`src/hw/rtl/afl_pkg.sv`:
```
// Shared types, constants, sine table and microprogram of the audio flanger.
package afl_pkg;

   localparam int LINE_ENTRIES_DEF = 2048;

   localparam int SAMPLE_W   = 16;
   localparam int LEN_CFG_W  = 12;
   localparam int OFFSET_W   = 11;
   localparam int DEPTH_W    = 11;
   localparam int PHASE_W    = 31;

   localparam int CSR_INDEX_W = 3;
   localparam int CSR_DATA_W  = 31;

   localparam logic [CSR_INDEX_W-1:0] CSR_LINE_LENGTH = 3'd0;
   localparam logic [CSR_INDEX_W-1:0] CSR_TAP_OFFSET  = 3'd1;
   localparam logic [CSR_INDEX_W-1:0] CSR_MOD_DEPTH   = 3'd2;
   localparam logic [CSR_INDEX_W-1:0] CSR_PHASE_STEP  = 3'd3;
   localparam logic [CSR_INDEX_W-1:0] CSR_BYPASS      = 3'd4;

   localparam logic [LEN_CFG_W-1:0] LINE_LENGTH_RST = 12'd2048;

   localparam logic [SAMPLE_W-1:0] SAMPLE_POS_MAX = 16'h7fff;
   localparam logic [SAMPLE_W-1:0] SAMPLE_NEG_MAX = 16'h8000;

   typedef struct packed {
      logic [LEN_CFG_W-1:0] line_length;
      logic [OFFSET_W-1:0]  tap_offset;
      logic [DEPTH_W-1:0]   mod_depth;
      logic [PHASE_W-1:0]   phase_step;
      logic                 bypass;
   } afl_cfg_type;

   // ---------------------------------------------------------------- microcode
   localparam int STEP_W = 4;

   localparam logic [STEP_W-1:0] STEP_CLR  = 4'd0;
   localparam logic [STEP_W-1:0] STEP_IDLE = 4'd1;
   localparam logic [STEP_W-1:0] STEP_SIN0 = 4'd2;
   localparam logic [STEP_W-1:0] STEP_SIN1 = 4'd3;
   localparam logic [STEP_W-1:0] STEP_SN   = 4'd4;
   localparam logic [STEP_W-1:0] STEP_MDEP = 4'd5;
   localparam logic [STEP_W-1:0] STEP_RAW  = 4'd6;
   localparam logic [STEP_W-1:0] STEP_DIV  = 4'd7;
   localparam logic [STEP_W-1:0] STEP_NEAR = 4'd8;
   localparam logic [STEP_W-1:0] STEP_FAR  = 4'd9;
   localparam logic [STEP_W-1:0] STEP_LDA  = 4'd10;
   localparam logic [STEP_W-1:0] STEP_DIFF = 4'd11;
   localparam logic [STEP_W-1:0] STEP_MINT = 4'd12;
   localparam logic [STEP_W-1:0] STEP_SUM  = 4'd13;
   localparam logic [STEP_W-1:0] STEP_PASS = 4'd14;

   typedef enum logic [2:0] {
      MUL_NONE,
      MUL_SIN0,
      MUL_SIN1,
      MUL_DEPTH,
      MUL_INTERP
   } afl_mul_type;

   typedef enum logic [3:0] {
      ALU_NOP,
      ALU_CLR,
      ALU_S1,
      ALU_SN,
      ALU_RAW,
      ALU_DIV,
      ALU_NEAR,
      ALU_FAR,
      ALU_LDA,
      ALU_DIFF,
      ALU_SUM,
      ALU_PASS
   } afl_alu_type;

   typedef enum logic [2:0] {
      COND_NONE,
      COND_ALWAYS,
      COND_NO_REQ,
      COND_BYPASS,
      COND_DIV_MORE,
      COND_CLR_MORE,
      COND_OUT_BUSY
   } afl_cond_type;

   typedef struct packed {
      logic              take;
      logic              rd_far;
      afl_mul_type       mul;
      afl_alu_type       alu;
      afl_cond_type      cond;
      logic [STEP_W-1:0] target;
   } afl_ctrl_type;

   typedef struct packed {
      logic req_fire;
      logic bypass;
      logic div_more;
      logic clr_more;
      logic out_busy;
   } afl_status_type;

   function automatic afl_ctrl_type uc_word(logic take, logic rd_far, afl_mul_type mul,
                                            afl_alu_type alu, afl_cond_type cond,
                                            logic [STEP_W-1:0] target);
      afl_ctrl_type w;
      w.take   = take;
      w.rd_far = rd_far;
      w.mul    = mul;
      w.alu    = alu;
      w.cond   = cond;
      w.target = target;
      return w;
   endfunction

   function automatic afl_ctrl_type afl_ucode(logic [STEP_W-1:0] step);
      unique case (step)
         STEP_CLR:  return uc_word(1'b0, 1'b0, MUL_NONE,   ALU_CLR,  COND_CLR_MORE, STEP_CLR);
         STEP_IDLE: return uc_word(1'b1, 1'b0, MUL_NONE,   ALU_NOP,  COND_NO_REQ,   STEP_IDLE);
         STEP_SIN0: return uc_word(1'b0, 1'b0, MUL_SIN0,   ALU_NOP,  COND_BYPASS,   STEP_PASS);
         STEP_SIN1: return uc_word(1'b0, 1'b0, MUL_SIN1,   ALU_S1,   COND_NONE,     STEP_IDLE);
         STEP_SN:   return uc_word(1'b0, 1'b0, MUL_NONE,   ALU_SN,   COND_NONE,     STEP_IDLE);
         STEP_MDEP: return uc_word(1'b0, 1'b0, MUL_DEPTH,  ALU_NOP,  COND_NONE,     STEP_IDLE);
         STEP_RAW:  return uc_word(1'b0, 1'b0, MUL_NONE,   ALU_RAW,  COND_NONE,     STEP_IDLE);
         STEP_DIV:  return uc_word(1'b0, 1'b0, MUL_NONE,   ALU_DIV,  COND_DIV_MORE, STEP_DIV);
         STEP_NEAR: return uc_word(1'b0, 1'b0, MUL_NONE,   ALU_NEAR, COND_NONE,     STEP_IDLE);
         STEP_FAR:  return uc_word(1'b0, 1'b0, MUL_NONE,   ALU_FAR,  COND_NONE,     STEP_IDLE);
         STEP_LDA:  return uc_word(1'b0, 1'b1, MUL_NONE,   ALU_LDA,  COND_NONE,     STEP_IDLE);
         STEP_DIFF: return uc_word(1'b0, 1'b0, MUL_NONE,   ALU_DIFF, COND_NONE,     STEP_IDLE);
         STEP_MINT: return uc_word(1'b0, 1'b0, MUL_INTERP, ALU_NOP,  COND_NONE,     STEP_IDLE);
         STEP_SUM:  return uc_word(1'b0, 1'b0, MUL_NONE,   ALU_SUM,  COND_OUT_BUSY, STEP_IDLE);
         STEP_PASS: return uc_word(1'b0, 1'b0, MUL_NONE,   ALU_PASS, COND_OUT_BUSY, STEP_IDLE);
         default:   return uc_word(1'b0, 1'b0, MUL_NONE,   ALU_NOP,  COND_ALWAYS,   STEP_IDLE);
      endcase
   endfunction

   // ---------------------------------------------------------------- sine table
   // Quarter wave, Q15, entries for n*pi/256 with n = 0..128, built by a Taylor
   // series in Q28 while the design elaborates.
   localparam int QSINE_LAST = 128;

   typedef logic [14:0] qsine_tab_type [0:QSINE_LAST];

   localparam longint unsigned SER_DIV [1:8] = '{64'd6, 64'd20, 64'd42, 64'd72,
                                                 64'd110, 64'd156, 64'd210, 64'd272};

   function automatic qsine_tab_type build_qsine();
      qsine_tab_type  tab;
      longint unsigned x;
      longint unsigned x2;
      longint unsigned term;
      longint          sum;
      longint          q;
      for (int n = 0; n <= QSINE_LAST; n++) begin
         x    = (64'(n) * 64'd843314857 + 64'd128) >> 8;
         x2   = (x * x) >> 28;
         term = x;
         sum  = longint'(x);
         for (int k = 1; k <= 8; k++) begin
            term = ((term * x2) >> 28) / SER_DIV[k];
            if ((k % 2) == 1) begin
               sum = sum - longint'(term);
            end else begin
               sum = sum + longint'(term);
            end
         end
         if (sum < 0) begin
            sum = 0;
         end
         q = (sum + 64'sd4096) >>> 13;
         if (q > 32767) begin
            q = 32767;
         end
         tab[n] = 15'(q);
      end
      return tab;
   endfunction

   localparam qsine_tab_type QSINE = build_qsine();

   // Full wave entry n = 0..512 folded onto the quarter table.
   function automatic logic signed [15:0] sine_entry(logic [9:0] n);
      logic [9:0] m;
      logic       neg;
      logic [7:0] qi;
      priority if (n <= 10'd128) begin
         m   = n;
         neg = 1'b0;
      end else if (n <= 10'd256) begin
         m   = 10'd256 - n;
         neg = 1'b0;
      end else if (n <= 10'd384) begin
         m   = n - 10'd256;
         neg = 1'b1;
      end else begin
         m   = 10'd512 - n;
         neg = 1'b1;
      end
      qi = m[7:0];
      if (neg) begin
         return -$signed({1'b0, QSINE[qi]});
      end
      return $signed({1'b0, QSINE[qi]});
   endfunction

endpackage

```
`src/hw/rtl/afl_csr.sv`:
```
// Configuration registers of the audio flanger.
module afl_csr (
   input  logic                                clock,
   input  logic                                reset,
   input  logic                                csr_valid,
   output logic                                csr_ready,
   input  logic [afl_pkg::CSR_INDEX_W-1:0]     csr_index,
   input  logic [afl_pkg::CSR_DATA_W-1:0]      csr_data,
   output afl_pkg::afl_cfg_type                cfg
);
   import afl_pkg::*;

   afl_cfg_type cfg_ff;
   afl_cfg_type cfg_in;

   assign csr_ready = 1'b1;

   always_comb begin
      cfg_in = cfg_ff;
      if (csr_valid) begin
         unique case (csr_index)
            CSR_LINE_LENGTH: cfg_in.line_length = csr_data[LEN_CFG_W-1:0];
            CSR_TAP_OFFSET:  cfg_in.tap_offset  = csr_data[OFFSET_W-1:0];
            CSR_MOD_DEPTH:   cfg_in.mod_depth   = csr_data[DEPTH_W-1:0];
            CSR_PHASE_STEP:  cfg_in.phase_step  = csr_data[PHASE_W-1:0];
            CSR_BYPASS:      cfg_in.bypass      = csr_data[0];
            default:         cfg_in = cfg_ff;
         endcase
      end
   end

   always_ff @(posedge clock) begin
      if (reset) begin
         cfg_ff.line_length <= LINE_LENGTH_RST;
         cfg_ff.tap_offset  <= '0;
         cfg_ff.mod_depth   <= '0;
         cfg_ff.phase_step  <= '0;
         cfg_ff.bypass      <= 1'b0;
      end else begin
         cfg_ff <= cfg_in;
      end
   end

   assign cfg = cfg_ff;

endmodule

```
`config.mk`:
```
export PLATFORM = sky130hd
export DESIGN_NAME = afl_csr
export DESIGN_NICKNAME = d
export VERILOG_FILES = /design/src/hw/rtl/afl_pkg.sv /design/src/hw/rtl/afl_csr.sv
export SDC_FILE = /design/constraint.sdc
export NUM_CORES = 1
export LEC_CHECK = 0
export BUFFER_PORTS_ARGS = -buffer_cell sky130_fd_sc_hd__buf_2
export CAP_MARGIN = 20
export CORE_MARGIN = 3
export CORE_UTILIZATION = 33
export CTS_BUF_LIST = sky130_fd_sc_hd__clkbuf_2 sky130_fd_sc_hd__clkbuf_4 sky130_fd_sc_hd__clkbuf_8
export DETAILED_ROUTE_END_ITERATION = 10
export PLACE_DENSITY = 0.65
export SLEW_MARGIN = 15
export SYNTH_ARGS = -nofsm -noshare
export SYNTH_HDL_FRONTEND = slang
export SYNTH_SLANG_ARGS = --single-unit
```
`constraint.sdc`:
```
create_clock -name clock -period 1.9 [get_ports clock]
set_input_delay 0.095 -clock clock [delete_from_list [all_inputs] [get_ports clock]]
set_output_delay 0.095 -clock clock [all_outputs]
set_load 0.005 [all_outputs]
```
Word level (Yosys, flattened, before mapping)
Index checks and enable logic that the tools add are counted.

Register bits: 66. Input bits: 37. Output and inout bits: 67. Logic and storage cells: 15.

Eq/ne operators: 4. Reduce and logical (&&, ||, !) cells: 6.

Operator list (number): 2-bit AND reduction (5); 3-bit by 2-bit == test with 1-bit output (second input constant) (2); 3-bit by 1-bit == test with 1-bit output (second input constant) (1); 3-bit == test (second input constant) (1); 3-bit zero test (1).

Depth between registers and ports, before layout
Gate-level depths: netlist of run 1.

Word-level depth: 2. Mapped depth: 4. Mapped depth without buffers: 2.

Least setup slack after synthesis of run 1
Ideal clock, no wire load.

Path type: input-to-reg. Start point: input csr_index[0] in the netlist's numbering. End point: register cfg_ff (netlist bit cfg[64]). Setup time: 121 ps. Arrival: 894 ps. Required time: 1779 ps. Path slack: 885 ps. Stages on the path: 3. Path buffers: 1. Path through: or4b_1 -> buf_6 -> mux2i_1.

Longest elaborated chain between the ends: 2.

RTL lines: start: declaration (RTL line afl_csr.sv:7) `input logic [afl_pkg::CSR_INDEX_W-1:0] csr_index,`; 3-bit zero test (RTL line afl_csr.sv:21) `unique case (csr_index)`; 2-bit AND reduction (no source line); end signal: assignment (RTL line afl_csr.sv:40) `cfg_ff <= cfg_in;`; end: declaration (RTL line afl_csr.sv:13) `afl_cfg_type cfg_ff;`.

Every way passes these cells. A chain may end at the register's enable or synchronous reset.

Worst setup path after layout of run 1
Ends and elaborated chain as after synthesis.

==> results.cfg, run 1 <==
[synthesis]
yosysTopAreaCell = dfxtp_1
ys.flop_type = dfxtp_1
synthTopCellsByCount = 96 x nand2b_1, 66 x dfxtp_1, 66 x mux2i_1, 11 x clkbuf_1
synthTopCellsByArea = dfxtp_1 48%, mux2i_1 24%, nand2b_1 22%, clkbuf_1 1.5%, and4bb_2 0.91%
synth_top_area_share_pct = 47.9
netlist_area_um2 = 2760
syn_nets = 293
synth_seq_cells = 66
ys_seq_area_share_pct = 47.9
synth_edf_count = 0
synth_cell_types = 15
synth.most_common_cell = nand2b_1
syn_area_per_cell_um2 = 10.8
postSynthCellCount = 256
yosysWarnings = 0
async_flop_share_pct = 0

[floorplanning]
num_rows = 32
io_pins = 104
fp.coreArea_um2 = 7930
die_y_um = 97.4
initial_core_util_pct = 34.8
die_x_um = 97.4
die_area_um2 = 9490

[worst_setup_path]
worst_path_max_delay_cell = or4b_1
critical_path_class = input port to flip-flop
start_kind = input port
cp_max_fo = 10
worstPathRequired_ns = 2.10
critPathMaxStageDelay_ns = 0.84
worstPathArrival_ns = 1.28
cp-end-kind = flip-flop
crit_chain = buf_2 -> or4b_1 -> mux2i_1
reg2reg_setup_slack_ns = 1.30

[route]
wl_mm = 6.20
viasPerCell = 4.46
wl_per_cell_um = 13.2
ant_nets = 0
drc = 0
drtIter0Drc = 58
firstDrtPassIters = 4
dr_total_vias = 2102

[finish]
fin_cells = 471
nNetsFinal = 401
syn2layout_area_growth_pct = 32.5
post_route_cells_drive_above_1_share_pct = 33.7
largest_reg_flops = 66
fillerInstances = 775
post-route-util_pct = 46.1

[global_route]
antenna_found_initial = 0
grt_pass1_wl_mm = 10.3
grt_usage_pct = 13.6
grt_pass1_vias = 2060
grt_max_degree = 39
overflow = 0

[clock_network]
clock_latency_ns = 0.33
cts.clk_slew.worst_paths_ns = 0.07
clock_sinks = 66
cts_tree = yes
cts_root_buf = clkbuf_8
cts_max_level = 3
numCtsBuffers = 9
clock_path_buffers = 2

[timing]
finalCriticalPeriod_ns = 1.08
skew_ns = 0
slew_headroom_pct = 59.6
finalCritPeriodShare_pct = 56.8
drv_slew = 0
rsz0062_at_grt = false
fin_tns_setup_ns = 0
tightest_slew_ns = 0.606
setup_viol = 0
hold_viol = 0
fmax_ghz = 0.927

[pwr]
power.density_nw_per_um2 = 809
p_leak_uw = 0.00176
finalPower_uw = 2960
vdd_drop_max_mv = 0.353

[placement]
dpl.hpwl_mm = 4.27
place_inst = 447
gp_congestion = 0.721
numPortBuffers = 102

[outcome]
status = finished, final reports clean

[run]
cap_violations = 0

[worst_hold_path]
worstHoldPathType = input port to flip-flop
## final cells by class
type / instances / area [um^2] / area share [%]
flip-flops and latches: 66 / 1320 / 36.2
well taps: 102 / 128 / 3.49
clock buffers: 9 / 124 / 3.39
repair buffers: 115 / 641 / 17.5
clock inverters: 6 / 92.6 / 2.53
diodes: 1 / 2.50 / 0.0685
multi-input cells: 172 / 1350 / 36.8
## final timing paths
kind	startpoint	to	depth (start not counted)
max reg2reg	cfg[65]	cfg[65]	2
min reg2reg	cfg[53]	cfg[53]	2
max	csr_index[0]	cfg[64]	3
min	csr_data[25]	cfg[26]	3
## repair_timing
| action | CTS | global route |
|---|---|---|
| hold buffers | 8 | 0 |
| hold endpoints to repair | 8 | 0 |
| resized for setup | 0 | 0 |
| buffers inserted | 0 | 0 |
## critical path, delay by kind of cell
kind	cells	cell delay (ns)
buffers and inverters	1	0.13
multiplexers	1	0.21
AND/OR/NAND/NOR	1	0.84
## layout by cell type (no fill, tap or decap)
master,count
and4b_1,1
and4bb_2,2
buf_12,1
buf_2,102
buf_4,4
bufinv_16,2
clkbuf_8,9
clkinv_4,2
clkinvlp_4,2
conb_1,1
dfxtp_1,66
diode_2,1
dlygate4sd3_1,8
mux2i_1,66
nand2b_1,96
nand4b_1,1
nand4bb_1,1
nor2_1,2
nor4b_1,1
or4b_1,1
## layer usage
layer	vias to the layer above	global-route usage, %	routed length, um
met3	12	6.68	644
met5	-	0	0
met1	960	16.5	2780
li1	1057	-	-
met2	73	20.4	2670
met4	0	5.75	103
## kinds of logic (layout without fill, tap and decap cells)
| kind of cell | Yosys count | count (layout) | share of synthesized area, % |
|---|---|---|---|
| buf+inv | 18 | 130 | 3.27 |
| simple gates | 105 | 105 | 24.7 |
| mux | 66 | 66 | 24.0 |
| flops | 66 | 66 | 47.9 |
| other cells | 1 | 2 | 0.136 |
## power by group
group | total, uW | internal [uW] | switching [uW]
logic | 237 | 132 | 105
registers | 1430 | 1410 | 15.0
clock network | 1290 | 735 | 556
## stage by stage
step                setup WS (ns)  hold slack, ns  cell area, um^2
floorplan                   0.885           0.250             2760
global placement            0.493           0.359             3360
detailed placement          0.470           0.366             3360
CTS                         0.834        0.000204             3650
global route                0.793         0.00422             3650
finish                      0.821          0.0145             3650
(Power assumes the default switching activity.)
==> run 2, diff against run 1 <==
==> constraint.sdc (replaced) <==
create_clock -name clock -period 1 [get_ports clock]
set_input_delay 0.05 -clock clock [delete_from_list [all_inputs] [get_ports clock]]
set_output_delay 0.05 -clock clock [all_outputs]
set_load 0.005 [all_outputs]
==> run 2 against run 1 <==
  * Sequential share of layout area fell by 1.9 points
  * Cell area rose by 5.5%
  * Cell count rose by 4.0%
  * Count of clock-buffer cells in the layout rose by 1
  * Sequential power rose by 90%
  * Clock power rose by 92%
  * Sequential cell count did not move
  * Utilization rose by 2.5 points
  * Global-route usage rose by 0.24 points
  * Routed wire length rose by 4.2%
  * Hold slack improved by 0.036 ns
  * Clock skew did not move
  * Critical path type is now flip-flop to primary output
==> results.cfg, run 2 (same netlist as run 1, synthesis figures left out) <==
[clock_network]
cts.clk_slew.worst_paths_ns = 0.07
cts_hold_buffers = 20
clock_path_buffers = 2
postCtsSetupRepairBufs = 0
cts_max_level = 3
cts.repair.resized = 0
cts_root_buf = clkbuf_8
numCtsBuffers = 9
cts_tree = yes
clock_latency_ns = 0.33
clock_sinks = 66

[placement]
gp_congestion = 0.751
numPortBuffers = 102
place_inst = 454
dpl.hpwl_mm = 4.37

[finish]
largest_reg_flops = 66
post_route_cells_drive_above_1_share_pct = 34.0
final_common_cell = buf_2
nNetsFinal = 420
fin_cells = 490
most-common-layout-cells = 102 x buf_2, 96 x nand2b_1, 66 x mux2i_1, 66 x dfxtp_1, 20 x dlygate4sd3_1
post-route-util_pct = 48.6
n_antenna_cell = 0
syn2layout_area_growth_pct = 39.8

[worst_setup_path]
reg2reg_setup_slack_ns = 0.37
crit_chain = buf_2
worstPathArrival_ns = 0.82
worstPathRequired_ns = 0.95
cp_max_fo = 2
critical_path_class = flip-flop to primary output
start_kind = flip-flop
worst_path_max_delay_cell = dfxtp_1
critical_path.top_delay_family = flip-flops
crit_buf_inv = 1
timing.rr.start = cfg[57]
critPathMaxStageDelay_ns = 0.36
r2r_cells = 2
worstReg2RegEnd = cfg[57]
cp-end-kind = primary output

[worst_hold_path]
hold_depth = 3
min_to = cfg[10]
worstHoldPathType = input port to flip-flop
worstHoldStart = csr_data[9]

[timing]
finalCritPeriodShare_pct = 86.6
drv_slew = 0
setup_viol = 0
finalCriticalPeriod_ns = 0.866
rsz0062_at_grt = false
hold_viol = 0
fin_tns_setup_ns = 0
skew_ns = 0
fmax_ghz = 1.15

[route]
drc = 0
firstDrtPassIters = 4
ant_nets = 0
viasPerCell = 4.41
wl_mm = 6.46
drtIter0Drc = 81
wl_per_cell_um = 13.2
dr_total_vias = 2160

[global_route]
overflow = 0
grt_usage_pct = 13.8
grt_pass1_wl_mm = 10.7
grt_pass1_vias = 2131
antenna_found_initial = 0
grt_max_degree = 53

[pwr]
power.density_nw_per_um2 = 1480
finalPower_uw = 5710
p_leak_uw = 0.00186
vdd_drop_max_mv = 0.638

[floorplanning]
num_rows = 32
die_y_um = 97.4
fp.coreArea_um2 = 7930
die_x_um = 97.4
io_pins = 104
die_area_um2 = 9490
initial_core_util_pct = 34.8

[run]
cap_violations = 0

[outcome]
status = finished, final reports clean
run 2: layer usage:
metal  vias to the layer above  share of wire, %  global-route usage, %
met4                         0               1.5                   5.43
met2                        71                45                   21.5
met3                         8               8.8                   5.03
met1                       989                45                   17.5
met5                         -                 0                      0
li1                       1092                 -                      -
run 2: layout make-up:
type	count	area [um^2]
Multi-Input combinational cell	172	1350
Clock buffer	10	131
Tap cell	102	128
Clock inverter	6	91.3
Fill cell	766	4070
Sequential cell	66	1320
Timing Repair Buffer	134	838
run 2: through the flow:
| step | setup slack, ns | cell area, um^2 | hold WS [ns] |
|---|---|---|---|
| floorplan | 0.0304 | 2760 | 0.205 |
| detailed placement | -0.151 | 3430 | 0.324 |
| finish | 0.134 | 3860 | 0.0505 |
| global route | 0.0838 | 3860 | 0.0654 |
| CTS | 0.111 | 3860 | 0.0391 |
| global placement | -0.152 | 3430 | 0.312 |
run 2: worst max-delay path by stage:
stage            startpoint      end  slack (ns)  cells past startpoint
6_report            cfg[57]  cfg[57]        0.13                      1
5_1_grt             cfg[57]  cfg[57]        0.08                      1
4_1_cts             cfg[57]  cfg[57]        0.11                      1
3_5_place_dp   csr_index[0]  cfg[56]       -0.15                      4
3_3_place_gp   csr_index[0]  cfg[64]       -0.15                      4
2_1_floorplan  csr_index[0]  cfg[64]        0.03                      3
run 2: report_power, final:
group | internal (uW) | total (uW) | switching (uW) | leakage (uW)
Combinational | 302 | 514 | 212 | 0.00122
Clock | 1440 | 2480 | 1050 | 0.000102
Sequential | 2680 | 2710 | 28.8 | 0.000534
==> run 3, diff against run 2 <==
==> constraint.sdc (replaced) <==
create_clock -name clock -period 1.1 [get_ports clock]
set_input_delay 0.055 -clock clock [delete_from_list [all_inputs] [get_ports clock]]
set_output_delay 0.055 -clock clock [all_outputs]
set_load 0.005 [all_outputs]
==> run 3 against run 2 <==
  * Clock skew stayed put
  * Global-route usage rose by 0.14 points
  * Power shrank 1.5%
  * Sequential cell count is the same
  * Register-to-register slack improved by 0.12 ns
  * Sequential share of layout area shrank 0.14 points
  * Utilization rose by 0.21 points
  * Combinational power is 11% lower
  * Via count shrank 0.83%
  * Cell count down 0.82%
  * Hold slack improved by 0.013 ns
  * Worst setup slack gained 0.10 ns
  * Largest power group is now the clock network
  * Highest routed layer unchanged
==> results.cfg, run 3 (same netlist as run 1, synthesis figures left out) <==
[global_route]
grt_max_degree = 66
overflow = 0
grt_usage_pct = 14.0
antenna_found_initial = 0
grt_pass1_wl_mm = 10.7
grt_pass1_vias = 2173

[clock_network]
clock_latency_ns = 0.32
clock_path_buffers = 2
cts.clk_slew.worst_paths_ns = 0.07
cts.repair.resized = 0
numCtsBuffers = 9
clock_sinks = 66
postCtsSetupRepairBufs = 0
cts_tree = yes
cts_max_level = 3
cts_root_buf = clkbuf_8
cts_hold_buffers = 20

[worst_setup_path]
crit_buf_inv = 1
critical_path.top_delay_family = flip-flops
critical_path_class = flip-flop to primary output
start_kind = flip-flop
cp_max_fo = 2
critPathMaxStageDelay_ns = 0.36
crit_chain = buf_2
worst_path_max_delay_cell = dfxtp_1
worstPathRequired_ns = 1.04
worstPathArrival_ns = 0.81
cp-end-kind = primary output

[floorplanning]
die_area_um2 = 9490
fp.coreArea_um2 = 7930
initial_core_util_pct = 34.8
io_pins = 104
die_y_um = 97.4
die_x_um = 97.4
num_rows = 32

[timing]
rsz0062_at_grt = false
finalCritPeriodShare_pct = 78.3
skew_ns = 0
fmax_ghz = 1.16
setup_viol = 0
drv_slew = 0
hold_viol = 0
fin_hold_ws_ns = 0.0631
finalCriticalPeriod_ns = 0.861
timing.final.ws_setup_ns = 0.239

[route]
dr_total_vias = 2142
ant_nets = 0
firstDrtPassIters = 4
viasPerCell = 4.41
drc = 0
drtIter0Drc = 58
wl_per_cell_um = 13.3
wl_mm = 6.48

[finish]
most-common-layout-cells = 102 x buf_2, 96 x nand2b_1, 66 x mux2i_1, 66 x dfxtp_1, 20 x dlygate4sd3_1
n_antenna_cell = 0
syn2layout_area_growth_pct = 40.4
largest_reg_flops = 66
post_route_cells_drive_above_1_share_pct = 33.3
fillerInstances = 752
final_common_cell = buf_2
nNetsFinal = 416

[pwr]
power.density_nw_per_um2 = 1450
vdd_drop_max_mv = 0.829
p_leak_uw = 0.00187
finalPower_uw = 5630

[run]
cap_violations = 0

[outcome]
status = finished, final reports clean

[placement]
pre_cts_slack_ns = -0.0872
dpl.hpwl_mm = 4.30
numPortBuffers = 102
gp_congestion = 0.719

[worst_hold_path]
worstHoldPathType = input port to flip-flop
[run 3: final cells by class]
class                           count  area, um^2  area share, %
Sequential cell                    66        1320           34.1
Clock inverter                      6         138           3.55
Timing Repair Buffer              130         808           20.9
Clock buffer                       10         131           3.39
Tap cell                          102         128           3.30
Multi-Input combinational cell    172        1350           34.8
[run 3: path summary, 6_finish.rpt]
path,startpoint,endpoint,slack [ns],depth (start not counted)
worst max-delay path,cfg[52],cfg[52],0.24,1
worst min-delay path,csr_data[5],cfg[37],0.06,3
worst max register to register,cfg[32],cfg[32],0.49,2
worst min register to register,cfg[49],cfg[49],0.47,2
[run 3: routing by layer]
metal	GRT usage [%]	vias to the layer above	share of wire (%)
met1	16.9	980	44
met5	0	-	0
met4	5.75	0	0.76
met2	22.4	71	47
met3	5.10	7	8.3
li1	-	1084	-
[run 3: worst reg2reg max path, stage by stage (launching register included)]
cell	delay, ns
dfxtp_1	0.36
nand2b_1	0.06
mux2i_1	0.12
[run 3: metrics by stage]
step / setup TNS (ns) / std cells / utilization (%) / cell area, um^2
detailed placement: -0.938 / 450 / 42.9 / 3400
finish: 0 / 486 / 48.8 / 3870
floorplan: 0 / 256 / - / 2760
global placement: -0.675 / 450 / 42.9 / 3400
CTS: 0 / 486 / 48.8 / 3870
global route: 0 / 486 / 48.8 / 3870
[run 3: power by group]
part | leakage [uW] | switching [uW] | internal (uW) | total, uW
Clock | 0.000134 | 931 | 1770 | 2700
Sequential | 0.000534 | 26.4 | 2440 | 2470
Combinational | 0.00120 | 191 | 265 | 457
Total | 0.00187 | 1150 | 4480 | 5630
