### src/hw/rtl/afl_pkg.sv
// Shared types, constants, sine table and microprogram of the audio flanger.
package afl_pkg;

   localparam int LINE_ENTRIES_DEF = 2048;

   localparam int SAMPLE_W   = 16;
   localparam int LEN_CFG_W  = 12;
   localparam int OFFSET_W   = 11;
   localparam int DEPTH_W    = 11;
   localparam int PHASE_W    = 31;

   localparam int CSR_INDEX_W = 3;
   localparam int CSR_DATA_W  = 31;

   localparam logic [CSR_INDEX_W-1:0] CSR_LINE_LENGTH = 3'd0;
   localparam logic [CSR_INDEX_W-1:0] CSR_TAP_OFFSET  = 3'd1;
   localparam logic [CSR_INDEX_W-1:0] CSR_MOD_DEPTH   = 3'd2;
   localparam logic [CSR_INDEX_W-1:0] CSR_PHASE_STEP  = 3'd3;
   localparam logic [CSR_INDEX_W-1:0] CSR_BYPASS      = 3'd4;

   localparam logic [LEN_CFG_W-1:0] LINE_LENGTH_RST = 12'd2048;

   localparam logic [SAMPLE_W-1:0] SAMPLE_POS_MAX = 16'h7fff;
   localparam logic [SAMPLE_W-1:0] SAMPLE_NEG_MAX = 16'h8000;

   typedef struct packed {
      logic [LEN_CFG_W-1:0] line_length;
      logic [OFFSET_W-1:0]  tap_offset;
      logic [DEPTH_W-1:0]   mod_depth;
      logic [PHASE_W-1:0]   phase_step;
      logic                 bypass;
   } afl_cfg_type;

   // ---------------------------------------------------------------- microcode
   localparam int STEP_W = 4;

   localparam logic [STEP_W-1:0] STEP_CLR  = 4'd0;
   localparam logic [STEP_W-1:0] STEP_IDLE = 4'd1;
   localparam logic [STEP_W-1:0] STEP_SIN0 = 4'd2;
   localparam logic [STEP_W-1:0] STEP_SIN1 = 4'd3;
   localparam logic [STEP_W-1:0] STEP_SN   = 4'd4;
   localparam logic [STEP_W-1:0] STEP_MDEP = 4'd5;
   localparam logic [STEP_W-1:0] STEP_RAW  = 4'd6;
   localparam logic [STEP_W-1:0] STEP_DIV  = 4'd7;
   localparam logic [STEP_W-1:0] STEP_NEAR = 4'd8;
   localparam logic [STEP_W-1:0] STEP_FAR  = 4'd9;
   localparam logic [STEP_W-1:0] STEP_LDA  = 4'd10;
   localparam logic [STEP_W-1:0] STEP_DIFF = 4'd11;
   localparam logic [STEP_W-1:0] STEP_MINT = 4'd12;
   localparam logic [STEP_W-1:0] STEP_SUM  = 4'd13;
   localparam logic [STEP_W-1:0] STEP_PASS = 4'd14;

   typedef enum logic [2:0] {
      MUL_NONE,
      MUL_SIN0,
      MUL_SIN1,
      MUL_DEPTH,
      MUL_INTERP
   } afl_mul_type;

   typedef enum logic [3:0] {
      ALU_NOP,
      ALU_CLR,
      ALU_S1,
      ALU_SN,
      ALU_RAW,
      ALU_DIV,
      ALU_NEAR,
      ALU_FAR,
      ALU_LDA,
      ALU_DIFF,
      ALU_SUM,
      ALU_PASS
   } afl_alu_type;

   typedef enum logic [2:0] {
      COND_NONE,
      COND_ALWAYS,
      COND_NO_REQ,
      COND_BYPASS,
      COND_DIV_MORE,
      COND_CLR_MORE,
      COND_OUT_BUSY
   } afl_cond_type;

   typedef struct packed {
      logic              take;
      logic              rd_far;
      afl_mul_type       mul;
      afl_alu_type       alu;
      afl_cond_type      cond;
      logic [STEP_W-1:0] target;
   } afl_ctrl_type;

   typedef struct packed {
      logic req_fire;
      logic bypass;
      logic div_more;
      logic clr_more;
      logic out_busy;
   } afl_status_type;

   function automatic afl_ctrl_type uc_word(logic take, logic rd_far, afl_mul_type mul,
                                            afl_alu_type alu, afl_cond_type cond,
                                            logic [STEP_W-1:0] target);
      afl_ctrl_type w;
      w.take   = take;
      w.rd_far = rd_far;
      w.mul    = mul;
      w.alu    = alu;
      w.cond   = cond;
      w.target = target;
      return w;
   endfunction

   function automatic afl_ctrl_type afl_ucode(logic [STEP_W-1:0] step);
      unique case (step)
         STEP_CLR:  return uc_word(1'b0, 1'b0, MUL_NONE,   ALU_CLR,  COND_CLR_MORE, STEP_CLR);
         STEP_IDLE: return uc_word(1'b1, 1'b0, MUL_NONE,   ALU_NOP,  COND_NO_REQ,   STEP_IDLE);
         STEP_SIN0: return uc_word(1'b0, 1'b0, MUL_SIN0,   ALU_NOP,  COND_BYPASS,   STEP_PASS);
         STEP_SIN1: return uc_word(1'b0, 1'b0, MUL_SIN1,   ALU_S1,   COND_NONE,     STEP_IDLE);
         STEP_SN:   return uc_word(1'b0, 1'b0, MUL_NONE,   ALU_SN,   COND_NONE,     STEP_IDLE);
         STEP_MDEP: return uc_word(1'b0, 1'b0, MUL_DEPTH,  ALU_NOP,  COND_NONE,     STEP_IDLE);
         STEP_RAW:  return uc_word(1'b0, 1'b0, MUL_NONE,   ALU_RAW,  COND_NONE,     STEP_IDLE);
         STEP_DIV:  return uc_word(1'b0, 1'b0, MUL_NONE,   ALU_DIV,  COND_DIV_MORE, STEP_DIV);
         STEP_NEAR: return uc_word(1'b0, 1'b0, MUL_NONE,   ALU_NEAR, COND_NONE,     STEP_IDLE);
         STEP_FAR:  return uc_word(1'b0, 1'b0, MUL_NONE,   ALU_FAR,  COND_NONE,     STEP_IDLE);
         STEP_LDA:  return uc_word(1'b0, 1'b1, MUL_NONE,   ALU_LDA,  COND_NONE,     STEP_IDLE);
         STEP_DIFF: return uc_word(1'b0, 1'b0, MUL_NONE,   ALU_DIFF, COND_NONE,     STEP_IDLE);
         STEP_MINT: return uc_word(1'b0, 1'b0, MUL_INTERP, ALU_NOP,  COND_NONE,     STEP_IDLE);
         STEP_SUM:  return uc_word(1'b0, 1'b0, MUL_NONE,   ALU_SUM,  COND_OUT_BUSY, STEP_IDLE);
         STEP_PASS: return uc_word(1'b0, 1'b0, MUL_NONE,   ALU_PASS, COND_OUT_BUSY, STEP_IDLE);
         default:   return uc_word(1'b0, 1'b0, MUL_NONE,   ALU_NOP,  COND_ALWAYS,   STEP_IDLE);
      endcase
   endfunction

   // ---------------------------------------------------------------- sine table
   // Quarter wave, Q15, entries for n*pi/256 with n = 0..128, built by a Taylor
   // series in Q28 while the design elaborates.
   localparam int QSINE_LAST = 128;

   typedef logic [14:0] qsine_tab_type [0:QSINE_LAST];

   localparam longint unsigned SER_DIV [1:8] = '{64'd6, 64'd20, 64'd42, 64'd72,
                                                 64'd110, 64'd156, 64'd210, 64'd272};

   function automatic qsine_tab_type build_qsine();
      qsine_tab_type  tab;
      longint unsigned x;
      longint unsigned x2;
      longint unsigned term;
      longint          sum;
      longint          q;
      for (int n = 0; n <= QSINE_LAST; n++) begin
         x    = (64'(n) * 64'd843314857 + 64'd128) >> 8;
         x2   = (x * x) >> 28;
         term = x;
         sum  = longint'(x);
         for (int k = 1; k <= 8; k++) begin
            term = ((term * x2) >> 28) / SER_DIV[k];
            if ((k % 2) == 1) begin
               sum = sum - longint'(term);
            end else begin
               sum = sum + longint'(term);
            end
         end
         if (sum < 0) begin
            sum = 0;
         end
         q = (sum + 64'sd4096) >>> 13;
         if (q > 32767) begin
            q = 32767;
         end
         tab[n] = 15'(q);
      end
      return tab;
   endfunction

   localparam qsine_tab_type QSINE = build_qsine();

   // Full wave entry n = 0..512 folded onto the quarter table.
   function automatic logic signed [15:0] sine_entry(logic [9:0] n);
      logic [9:0] m;
      logic       neg;
      logic [7:0] qi;
      priority if (n <= 10'd128) begin
         m   = n;
         neg = 1'b0;
      end else if (n <= 10'd256) begin
         m   = 10'd256 - n;
         neg = 1'b0;
      end else if (n <= 10'd384) begin
         m   = n - 10'd256;
         neg = 1'b1;
      end else begin
         m   = 10'd512 - n;
         neg = 1'b1;
      end
      qi = m[7:0];
      if (neg) begin
         return -$signed({1'b0, QSINE[qi]});
      end
      return $signed({1'b0, QSINE[qi]});
   endfunction

endpackage

### src/hw/rtl/afl_seq.sv
// Microcode sequencer: step counter, control store and jump logic.
module afl_seq (
   input  logic                    clock,
   input  logic                    reset,
   input  afl_pkg::afl_status_type status,
   output afl_pkg::afl_ctrl_type   ctrl
);
   import afl_pkg::*;

   logic [STEP_W-1:0] step_ff;
   logic [STEP_W-1:0] step_in;
   logic [STEP_W-1:0] step_inc;

   assign ctrl     = afl_ucode(step_ff);
   assign step_inc = step_ff + STEP_W'(1);

   always_comb begin
      unique case (ctrl.cond)
         COND_NONE:     step_in = step_inc;
         COND_ALWAYS:   step_in = ctrl.target;
         COND_NO_REQ:   step_in = status.req_fire ? step_inc : ctrl.target;
         COND_BYPASS:   step_in = status.bypass ? ctrl.target : step_inc;
         COND_DIV_MORE: step_in = status.div_more ? ctrl.target : step_inc;
         COND_CLR_MORE: step_in = status.clr_more ? ctrl.target : step_inc;
         COND_OUT_BUSY: step_in = status.out_busy ? step_ff : ctrl.target;
         default:       step_in = STEP_IDLE;
      endcase
   end

   always_ff @(posedge clock) begin
      if (reset) begin
         step_ff <= STEP_CLR;
      end else begin
         step_ff <= step_in;
      end
   end

endmodule

### config.mk
export PLATFORM = sky130hd
export DESIGN_NAME = afl_seq
export DESIGN_NICKNAME = d
export VERILOG_FILES = /design/src/hw/rtl/afl_pkg.sv /design/src/hw/rtl/afl_seq.sv
export SDC_FILE = /design/constraint.sdc
export NUM_CORES = 1
export LEC_CHECK = 0
export ABC_AREA = 1
export BUFFER_PORTS_ARGS = -buffer_cell sky130_fd_sc_hd__buf_4
export CORE_UTILIZATION = 50
export CTS_CLUSTER_DIAMETER = 80
export CTS_CLUSTER_SIZE = 16
export DETAILED_ROUTE_END_ITERATION = 8
export GPL_TIMING_DRIVEN = 0
export PLACE_DENSITY_LB_ADDON = 0.08
export SETUP_SLACK_MARGIN = 0.02
export SLEW_MARGIN = 30
export SYNTH_ARGS = -nofsm -noshare
export SYNTH_HDL_FRONTEND = slang
export SYNTH_SLANG_ARGS = --single-unit
### constraint.sdc
create_clock -name clock -period 2.7 [get_ports clock]
set_input_delay 0.54 -clock clock [delete_from_list [all_inputs] [get_ports clock]]
set_output_delay 0.54 -clock clock [all_outputs]
set_load 0.1 [all_outputs]
**Yosys cells after proc, flatten, opt, wreduce, memory -nomap -nowiden**

Memories as Yosys holds them, arrays and structs flattened. A register that Yosys moved wholly into a read port is not among the register bits.
Cells that the tools add are included.

- Add/subtract/negate cells: 1
- Multiplexer cells: 8
- Reduce and logical (&&, ||, !) cells: 1
- Eq/ne operators: 7

Operator list:

| kind | number |
|---|---|
| two-way mux 4 bit | 7 |
| one-hot mux 4 bit (7 select lines) | 1 |
| == test 3 bit, second input constant | 3 |
| == test 3 x 2 -> 1 bit, second input constant | 2 |
| adder 4 x 1 -> 4 bit, second input constant | 1 |
| == test 3 x 1 -> 1 bit, second input constant | 1 |
| logical NOT 3 bit | 1 |
| != test 2 bit, second input constant | 1 |

- Logic and storage cells: 19
- Bits of input ports: 7
- Output and inout bits: 16
- Flip-flop bits (word level): 4
- Memories kept: 1
- Memory bits (read-only): 256

Memories:

| name | words | width | read ports | clocked after memory_dff | write ports | line | source |
|---|---|---|---|---|---|---|---|
| (no name shown) | 16 | 16 | 1 | 1 | 0 | afl_pkg.sv:117 | `unique case (step)` |

**Longest topological paths before layout**

Gate-level depths: netlist of the first run.

- Depth after elaboration: 5
- Mapped depth: 14
- Gate-level depth less buffers: 14

**Worst setup path after synthesis of the first run**

Ideal clock, no wire load.

- Path kind: reg-to-reg
- Start point: register ctrl[4] (netlist name)
- End point: register ctrl[7] (netlist name)
- Stages on the path, launching flop included: 13
- Period minus slack after synthesis: 2.736 ns
- Slack: -0.036 ns
- Required time: 2.587 ns
- Library setup time: 0.113 ns
- Arrival time: 2.623 ns
- Buffers on the path: 0
- Cell sequence: dfxtp_1 > inv_1 > nand4_2 > inv_1 > a21oi_1 > nand3_1 > nand2_1 > inv_1 > ha_1 > inv_1 > nand4_1 > nand3_1 > nand2_1

- Cells in the longest elaborated chain, start to end: 4
- Elaborated cells between the ends (all ways): 11
- Those cells by class: 7 x eq/ne; 3 x mux; 1 x reduce/logical

Ends and longest elaborated chain:

| item | line | source |
|---|---|---|
| == test 3 bit, or another cell as far along | afl_seq.sv:18 | `unique case (ctrl.cond)` |
| one-hot mux 4 bit (7 select lines) / != test 2 bit (equally long branches) | - |  |
| two-way mux 4 bit (no line) (*) (2 in series) | - |  |

Every way passes the cells marked *; elsewhere a longest branch is shown, timed or not.
A chain may end at the register's enable or synchronous reset.

**Final worst setup path of the first run**

- Start point: register ctrl[5] (netlist name)
- End point: register ctrl[7] (netlist name)

- Cells in the longest elaborated chain, start to end: 4
- Elaborated cells between the ends (all ways): 11
- Those cells by class: 7 x eq/ne; 3 x mux; 1 x reduce/logical

Ends and longest elaborated chain:

| item | line |
|---|---|
| == test 3 bit, or another cell as far along | afl_seq.sv:18 |
| one-hot mux 4 bit (7 select lines) / != test 2 bit (equally long branches) | - |
| two-way mux 4 bit (no line) (*) (2 in series) | - |

Marks and branches as above.

==> results of run 1 <==
-- sequential cells by signal, summed over array words and instances, names as in the netlist --
name	cells
ctrl	15
step_ff	4
-- routing by layer --
metal | GRT usage | share of wire | vias to the layer above
met3 | 0.0303 | 0.068 | 5
li1 | - | - | 635
met1 | 0.294 | 0.40 | 504
met2 | 0.407 | 0.51 | 40
met5 | 0 | 0 | -
met4 | 0.116 | 0.019 | 0
-- path summary, 6_finish.rpt --
check / startpoint / to / slack [ps] / cells past startpoint
setup / recovery: ctrl[5] / ctrl[7] / 380 / 12
hold / removal: reset / step_ff[3] / 700 / 4
setup reg to reg: ctrl[5] / ctrl[7] / 380 / 12
hold reg to reg: step_ff[3] / ctrl[14] / 750 / 4
-- critical path: stages, from the launching register on --
cell	delay (ps)
dfxtp_1	520
nor2_2	110
nand2_1	140
o21ai_1	90
o21ai_0	150
nand3_1	90
nand2_1	240
inv_1	150
ha_1	310
inv_1	90
nand4_1	150
nand3_1	120
nand2_1	60
-- kinds of logic (layout without fill, tap and decap cells) --
kind of cell | count (synthesis) | after routing
DFF | 19 | 19
adders and majority gates | 5 | 5
buffers and inverters | 31 | 57
AOI/OAI and AO/OA | 17 | 17
and+or+nand+nor | 110 | 110
-- per-stage QoR --
step	hold slack, ps	setup WS, ps
5_1_grt	730	113
3_5_place_dp	734	295
4_1_cts	690	383
6_report	699	379
2_1_floorplan	644	35.4
3_3_place_gp	714	317
-- layout by cell type (no fill, tap or decap), types with 5 or more instances in the layout --
cell	Yosys	routed
a21oi_1	5	5
dfxtp_1	19	18
nand3_1	26	26
nand2_1	49	49
inv_1	24	24
ha_1	5	5
inv_2	5	5
o21ai_1	7	7
nor2_1	22	22
buf_4	2	24
o21ai_0	5	5
-- synth_stat cells, drive strengths merged --
| cell | number |
|---|---|
| ha | 5 |
| o21ai | 12 |
| nand4 | 4 |
| nand2 | 50 |
| buf | 2 |
| dfxtp | 19 |
| a21oi | 5 |
| nor2 | 23 |
| nand3 | 30 |
| nor3 | 2 |
| or2 | 1 |
| inv | 29 |
-- final cells by class --
class	count	share of cell area
multi-input combinational	132	0.474
sequential	19	0.274
timing repair buffer	22	0.118
inverter	29	0.0780
tap	28	0.0251
clock buffer	3	0.0161
buffer	2	0.0108
clock inverter	1	0.00359
==> flow_metrics.py, run 1 <==
metrics = {
    "finish": {
        "drive_above_1_share": 0.212,
        "fin_nets": 221,
        "stdcell_area_um2": 1400,
        "seqCellArea_um2": 382,
        "syn_to_final_growth_pct": 19.6,
        "diodes": 0,
        "multi_input_area_um2": 662,
        "fin_util": 0.631,
        "final.fill_count": 215,
        "instances_no_fill": 236,
    },
    "floorplanning": {
        "io_pins": 23,
        "die_h_um": 50.3,
        "die_w_um": 50.3,
        "initial_core_util": 0.527,
        "design.die.area_um2": 2530,
        "rows": 17,
        "coreArea_um2": 2210,
    },
    "clock_network": {
        "cts_resized": 0,
        "numCtsBuffers": 3,
        "cts-root-buf": "clkbuf_4",
        "clk_transition_reported_paths_ps": 100,
        "ctsHoldBuffers": 0,
        "clockBufferDepth": 2,
        "htree_levels": 1,
        "cts_setup_buffers": 0,
        "clock_latency_ps": 300,
        "cts_tree": "yes",
        "cts_sinks": 19,
    },
    "synth": {
        "ys_types": 19,
        "synth_fp_nets": 194,
        "seq_area_frac_synth": 0.326,
        "synthMuxAreaShare": 0,
        "synth.largest_area_cell": "dfxtp_1",
        "netlist_area_um2": 1170,
        "synth_top_family_by_area": "simple AND/OR/NAND/NOR gates",
        "synthTopCellsByArea": "dfxtp_1 (33%), nand2_1 (16%), nand3_1 (11%)",
        "avgSynthCellArea_um2": 6.41,
        "synth-simple-area-share": 0.441,
        "synth_top_area_frac": 0.326,
        "synth_fa_ha_area_frac": 0.0536,
        "ys_ff_latch": 19,
        "postSynthCellCount": 182,
        "yosysWarnings": 0,
        "synth_compound_area_frac": 0.0730,
        "synthXorXnorAreaFrac": 0,
    },
    "drt": {
        "drtPass1Iterations": 4,
        "vias": 1184,
        "wl_per_cell_um": 11.2,
        "drt-initial-drc-count": 75,
        "routed_wl_um": 2630,
        "viasPerCell": 5.02,
        "ant_nets": 0,
        "drc_errors": 0,
    },
    "sta": {
        "timing.setup.tns_ps": 0,
        "tightest_slew_ps": 323,
        "slew_headroom": 0.784,
        "maxSlewViolCount": 0,
        "fmax_mhz": 431,
        "fin_worst_skew_ps": 6.57,
        "final-hold-violation-count": 0,
        "finalCritPeriodShare": 0.860,
        "grt_setup_unrepaired": "false",
        "setup_viol": 0,
        "post-route-min-period_ps": 2320,
    },
    "global_route": {
        "grtUsageTotal": 0.239,
        "grt_pass1_vias": 1028,
        "antenna_found_initial": 0,
        "overflow": 0,
        "grt_max_degree": 12,
        "grt_pass1_wl_um": 4550,
    },
    "critical_path": {
        "startpoint_type": "flip-flop",
        "worstPathMaxFanout": 8,
        "worstPathRequired_ps": 2900,
        "endpoint_kind": "flip-flop",
        "arrival_ps": 2530,
        "path_class": "flip-flop to flip-flop",
    },
    "place": {
        "dp.cells": 232,
        "globalplace.congestion": 0.893,
        "placed_area_um2": 1370,
        "port_buffers": 22,
        "hpwl_um": 2110,
    },
    "hold_path": {
        "hp-class": "primary input to flip-flop",
    },
    "job": {
        "maxCapViolations": 0,
    },
    "status": {
        "outcome": "complete, no violations",
    },
}
Power of run 1 is left out: the tool's default activity adds up to more than one toggle a clock period on the data nets, which glitch-free logic cannot reach.
==> run 2, diff against run 1 <==
- ABC_AREA: 1 -> not set
- CORE_UTILIZATION: 50 -> 40
==> flow_metrics.py, run 2 <==
metrics = {
    "clock_network": {
        "htree_levels": 1,
        "cts_tree": "yes",
        "cts_sinks": 19,
        "clock_latency_ps": 300,
        "ctsHoldBuffers": 0,
        "numCtsBuffers": 3,
        "cts-root-buf": "clkbuf_4",
        "clk_transition_reported_paths_ps": 110,
        "clockBufferDepth": 2,
    },
    "finish": {
        "largest_reg_flops": 15,
        "fin_nets": 163,
        "final_common_cell": "buf_4",
        "final_cell_mix": "buf_4 (28), nand2_1 (16), dfxtp_1 (15)",
        "drive_above_1_share": 0.387,
        "diodes": 0,
        "syn_to_final_growth_pct": 24.4,
    },
    "synth": {
        "async_flop_share": 0,
        "ys_types": 49,
        "netlist_area_um2": 1110,
        "synth_top_area_frac": 0.342,
        "ys_ff_latch": 19,
        "yosysMostFrequentCell": "dfxtp_1",
        "synth.largest_area_cell": "dfxtp_1",
        "yosysWarnings": 0,
        "synthTopCellsByArea": "dfxtp_1 (34%), ha_1 (5.6%), nand2_1 (5.4%)",
        "synth_fp_nets": 133,
        "synth_edf_count": 0,
        "seq_area_frac_synth": 0.342,
        "postSynthCellCount": 121,
        "synth_flop_cell": "dfxtp_1",
        "synth_commonest_cells": "dfxtp_1 (19), nand2_1 (16), inv_1 (6), nor2_1 (6)",
        "avgSynthCellArea_um2": 9.19,
    },
    "drt": {
        "ant_nets": 0,
        "wl_per_cell_um": 13.3,
        "vias": 946,
        "drc_errors": 0,
        "drtPass1Iterations": 4,
        "drt-initial-drc-count": 17,
        "viasPerCell": 5.26,
        "routed_wl_um": 2390,
    },
    "floorplanning": {
        "die_h_um": 54.7,
        "die_w_um": 54.7,
        "initial_core_util": 0.437,
        "rows": 18,
        "io_pins": 23,
        "coreArea_um2": 2540,
        "design.die.area_um2": 3000,
    },
    "sta": {
        "final-hold-violation-count": 0,
        "setup_viol": 0,
        "layout_setup_ws_ps": 208,
        "fmax_mhz": 401,
        "fin_worst_skew_ps": 8.07,
        "maxSlewViolCount": 0,
        "timing.setup.tns_ps": 0,
        "grt_setup_unrepaired": "false",
        "slew_headroom": 0.629,
        "post-route-min-period_ps": 2490,
        "finalCritPeriodShare": 0.923,
        "tightest_slew_ps": 556,
    },
    "critical_path": {
        "critPathBufInv": 1,
        "slowest_delay_ps": 370,
        "path_class": "flip-flop to flip-flop",
        "arrival_ps": 2720,
        "crit_chain": "buf_4, nor4bb_4, a211o_4, o21ai_2, o31ai_2, a211oi_4, ha_1, or3_1, a21oi_1",
        "endpoint_kind": "flip-flop",
        "path_delay_family": "compound AO/OA/AOI/OAI gates",
        "worstPathRequired_ps": 2930,
        "startpoint_type": "flip-flop",
        "worstPathMaxFanout": 10,
        "slowest_stage": "dfxtp_4",
    },
    "place": {
        "hpwl_um": 1900,
        "globalplace.congestion": 0.789,
        "port_buffers": 22,
        "dpl_worst_slack_ps": -44.9,
    },
    "power": {
        "leakagePower_nw": 0.583,
        "vdd_ir_drop_max_uv": 984,
        "power_density_nw_per_um2": 1300,
    },
    "hold_path": {
        "hp-class": "primary input to flip-flop",
    },
    "global_route": {
        "antenna_found_initial": 0,
        "grt_pass1_vias": 925,
        "grtUsageTotal": 0.193,
        "grt_pass1_wl_um": 4050,
        "grt_max_degree": 13,
        "overflow": 0,
    },
    "job": {
        "maxCapViolations": 0,
    },
    "status": {
        "outcome": "complete, no violations",
    },
}
[run 2: cell types whose count changed in the layout (fill, tap and decap cells not counted), moves of 4 or more]
| cell | delta |
|---|---|
| nand2_1 | -33 |
| inv_1 | -18 |
| o21ai_1 | -6 |
| nor2b_1 | +4 |
| nor3_1 | +4 |
| nand3_1 | -22 |
| nor2_1 | -16 |
| buf_4 | +4 |
| nand2b_1 | +4 |
| inv_2 | -4 |
[run 2: worst paths after layout]
kind,start,endpoint,slack [ps],cells past startpoint
hold reg to reg,step_ff[1],step_ff[1],610,2
hold / removal,reset,step_ff[1],600,3
setup reg to reg,ctrl[6],ctrl[10],210,9
setup / recovery,ctrl[6],ctrl[10],210,9
[run 2: worst min-delay path: stages]
cell and delay, ps:
buf_4 80, o21bai_1 170, a31oi_1 60
[run 2: per-layer routing]
layer,routed length (um),vias to the layer above,track usage
li1,-,487,-
met1,1110,445,0.220
met2,1200,12,0.353
met3,66,2,0.0500
met4,12,0,0.0385
met5,0,-,0
[run 2: logic make-up after synthesis]
group	Yosys count	share of synthesized area
buf+inv	12	0.0574
fa+ha+maj	5	0.0562
simple gates	50	0.259
compound gates	34	0.277
flops	19	0.342
mux	1	0.00900
[run 2: final cells by class]
class	count	area [um^2]
buffer	5	37.5
clock buffer	3	22.5
fill	243	1160
multi-input combinational	90	674
inverter	7	26.3
sequential	19	390
timing repair buffer	25	188
clock inverter	1	7.51
tap	30	37.5
[run 2: per-stage QoR]
stage / power [mW] / cells / util / hold slack, ps / instance area, um^2
floorplan: 1.42 / 121 / - / 564 / 1120
global placement: 1.63 / 173 / 0.521 / 592 / 1330
detailed placement: 1.64 / 173 / 0.521 / 611 / 1330
CTS: 1.79 / 177 / 0.532 / 607 / 1360
global route: 1.91 / 180 / 0.544 / 611 / 1380
finish: 1.80 / 180 / 0.544 / 603 / 1380
[run 2: report_power, final]
| part | total, mW | switching (mW) | leakage, nW | internal (mW) |
|---|---|---|---|---|
| logic | 1.23 | 0.847 | 0.412 | 0.380 |
| clock network | 0.145 | 0.0885 | 0.0139 | 0.0563 |
| registers | 0.428 | 0.0566 | 0.157 | 0.372 |
| total | 1.80 | 0.992 | 0.583 | 0.808 |
[run 2: timing repair]
action | in CTS | in global routing
setup buffers | 0 | 3
endpoints found under the setup margin | 0 | 1
endpoints found under the hold margin | 0 | 0
resized for setup | 0 | 1
Power figures use the tool's default switching activity.
==> run 3, diff against run 2 <==
- CORE_UTILIZATION: 40 -> 35
==> flow_metrics.py, run 3 (synthesized netlist as in run 2, its figures left out) <==
metrics = {
    "place": {
        "dp.cells": 187,
        "dpl_worst_slack_ps": -120,
        "hpwl_um": 1960,
        "globalplace.congestion": 0.850,
        "port_buffers": 22,
    },
    "drt": {
        "viasPerCell": 4.83,
        "drc_errors": 0,
        "routed_wl_um": 2430,
        "drtPass1Iterations": 4,
        "vias": 933,
        "wl_per_cell_um": 12.6,
        "drt-initial-drc-count": 35,
        "ant_nets": 0,
    },
    "clock_network": {
        "htree_levels": 1,
        "clockBufferDepth": 2,
        "ctsHoldBuffers": 0,
        "clock_latency_ps": 300,
        "cts_tree": "yes",
        "numCtsBuffers": 3,
        "cts-root-buf": "clkbuf_4",
        "cts_sinks": 19,
        "clk_transition_reported_paths_ps": 110,
    },
    "sta": {
        "final-hold-violation-count": 0,
        "maxSlewViolCount": 0,
        "fin_worst_skew_ps": 9.27,
        "post-route-min-period_ps": 2560,
        "grt_setup_unrepaired": "false",
        "fmax_mhz": 390,
        "layout_setup_ws_ps": 135,
        "slew_headroom": 0.631,
        "tightest_slew_ps": 553,
        "setup_viol": 0,
        "finalCritPeriodShare": 0.950,
    },
    "floorplanning": {
        "io_pins": 23,
        "initial_core_util": 0.367,
        "die_w_um": 58.4,
        "die_h_um": 58.4,
        "design.die.area_um2": 3410,
        "coreArea_um2": 3030,
        "rows": 20,
    },
    "power": {
        "leakagePower_nw": 0.577,
        "power_density_nw_per_um2": 1290,
        "vdd_ir_drop_max_uv": 798,
    },
    "finish": {
        "fin_nets": 162,
        "final_common_cell": "buf_4",
        "syn_to_final_growth_pct": 25.3,
        "diodes": 0,
        "instances_no_fill": 193,
        "final.fill_count": 301,
        "drive_above_1_share": 0.383,
        "final_cell_mix": "buf_4 (27), nand2_1 (16), dfxtp_1 (15)",
        "largest_reg_flops": 15,
    },
    "job": {
        "maxCapViolations": 0,
    },
    "critical_path": {
        "endpoint_kind": "flip-flop",
        "arrival_ps": 2790,
        "path_class": "flip-flop to flip-flop",
        "worstPathRequired_ps": 2930,
        "crit_path_start": "ctrl[6]",
        "startpoint_type": "flip-flop",
        "worstPathMaxFanout": 10,
        "timing.rr.start": "ctrl[6]",
    },
    "status": {
        "outcome": "complete, no violations",
    },
    "global_route": {
        "grt_pass1_vias": 920,
        "antenna_found_initial": 0,
        "overflow": 0,
        "grt_pass1_wl_um": 4220,
        "grtUsageTotal": 0.162,
        "grt_max_degree": 13,
    },
    "hold_path": {
        "hp-class": "flip-flop to flip-flop",
        "worstHoldStart": "step_ff[1]",
    },
}
==> run 3: through the flow <==
| step | setup TNS (ps) | utilization | total power [mW] | area [um^2] | hold WS [ps] |
|---|---|---|---|---|---|
| after floorplan | 0 | - | 1.42 | 1120 | 564 |
| after global placement | -55.3 | 0.443 | 1.63 | 1340 | 593 |
| after detailed placement | -195 | 0.443 | 1.65 | 1340 | 602 |
| after CTS | 0 | 0.453 | 1.80 | 1370 | 598 |
| after global routing | 0 | 0.460 | 1.91 | 1390 | 617 |
| final | 0 | 0.460 | 1.80 | 1390 | 611 |
==> run 3: per-layer routing <==
metal | global-route usage | routed length [um]
met1 | 0.214 | 1150
met3 | 0.0330 | 52
met2 | 0.276 | 1210
met5 | 0 | 0
met4 | 0.0306 | 10
==> run 3: path summary, 6_finish.rpt <==
kind	end	depth (start not counted)	slack [ps]
worst min-delay path	step_ff[1]	2	610
worst max register to register	ctrl[10]	9	140
worst max-delay path	ctrl[10]	9	140
worst min register to register	step_ff[1]	2	610
==> run 3: layout make-up <==
cell class | instances | area, um^2 | area share
buffer | 5 | 37.5 | 0.0269
clock buffer | 3 | 22.5 | 0.0162
clock inverter | 1 | 7.51 | 0.00539
inverter | 7 | 26.3 | 0.0189
multi-input combinational | 90 | 674 | 0.484
sequential | 19 | 390 | 0.280
tap | 44 | 55.1 | 0.0395
timing repair buffer | 24 | 180 | 0.129
==> run 3: report_power, final <==
| part | internal [mW] | total, mW | switching (mW) |
|---|---|---|---|
| Combinational | 0.377 | 1.23 | 0.852 |
| Clock | 0.0564 | 0.144 | 0.0876 |
| Sequential | 0.371 | 0.424 | 0.0523 |
==> run 3: critical path, cell delays in order (launching register included) <==
cell      delay, ps
dfxtp_4         360
buf_4           160
nor4bb_4        170
a211o_4         310
o21ai_2         130
o31ai_2         110
a211oi_4        370
ha_1            350
or3_1           360
a21oi_1         140
==> run 3: timing repair <==
action,CTS,global route
buffers inserted,0,2
resized for setup,0,1
endpoints found under the setup margin,0,2
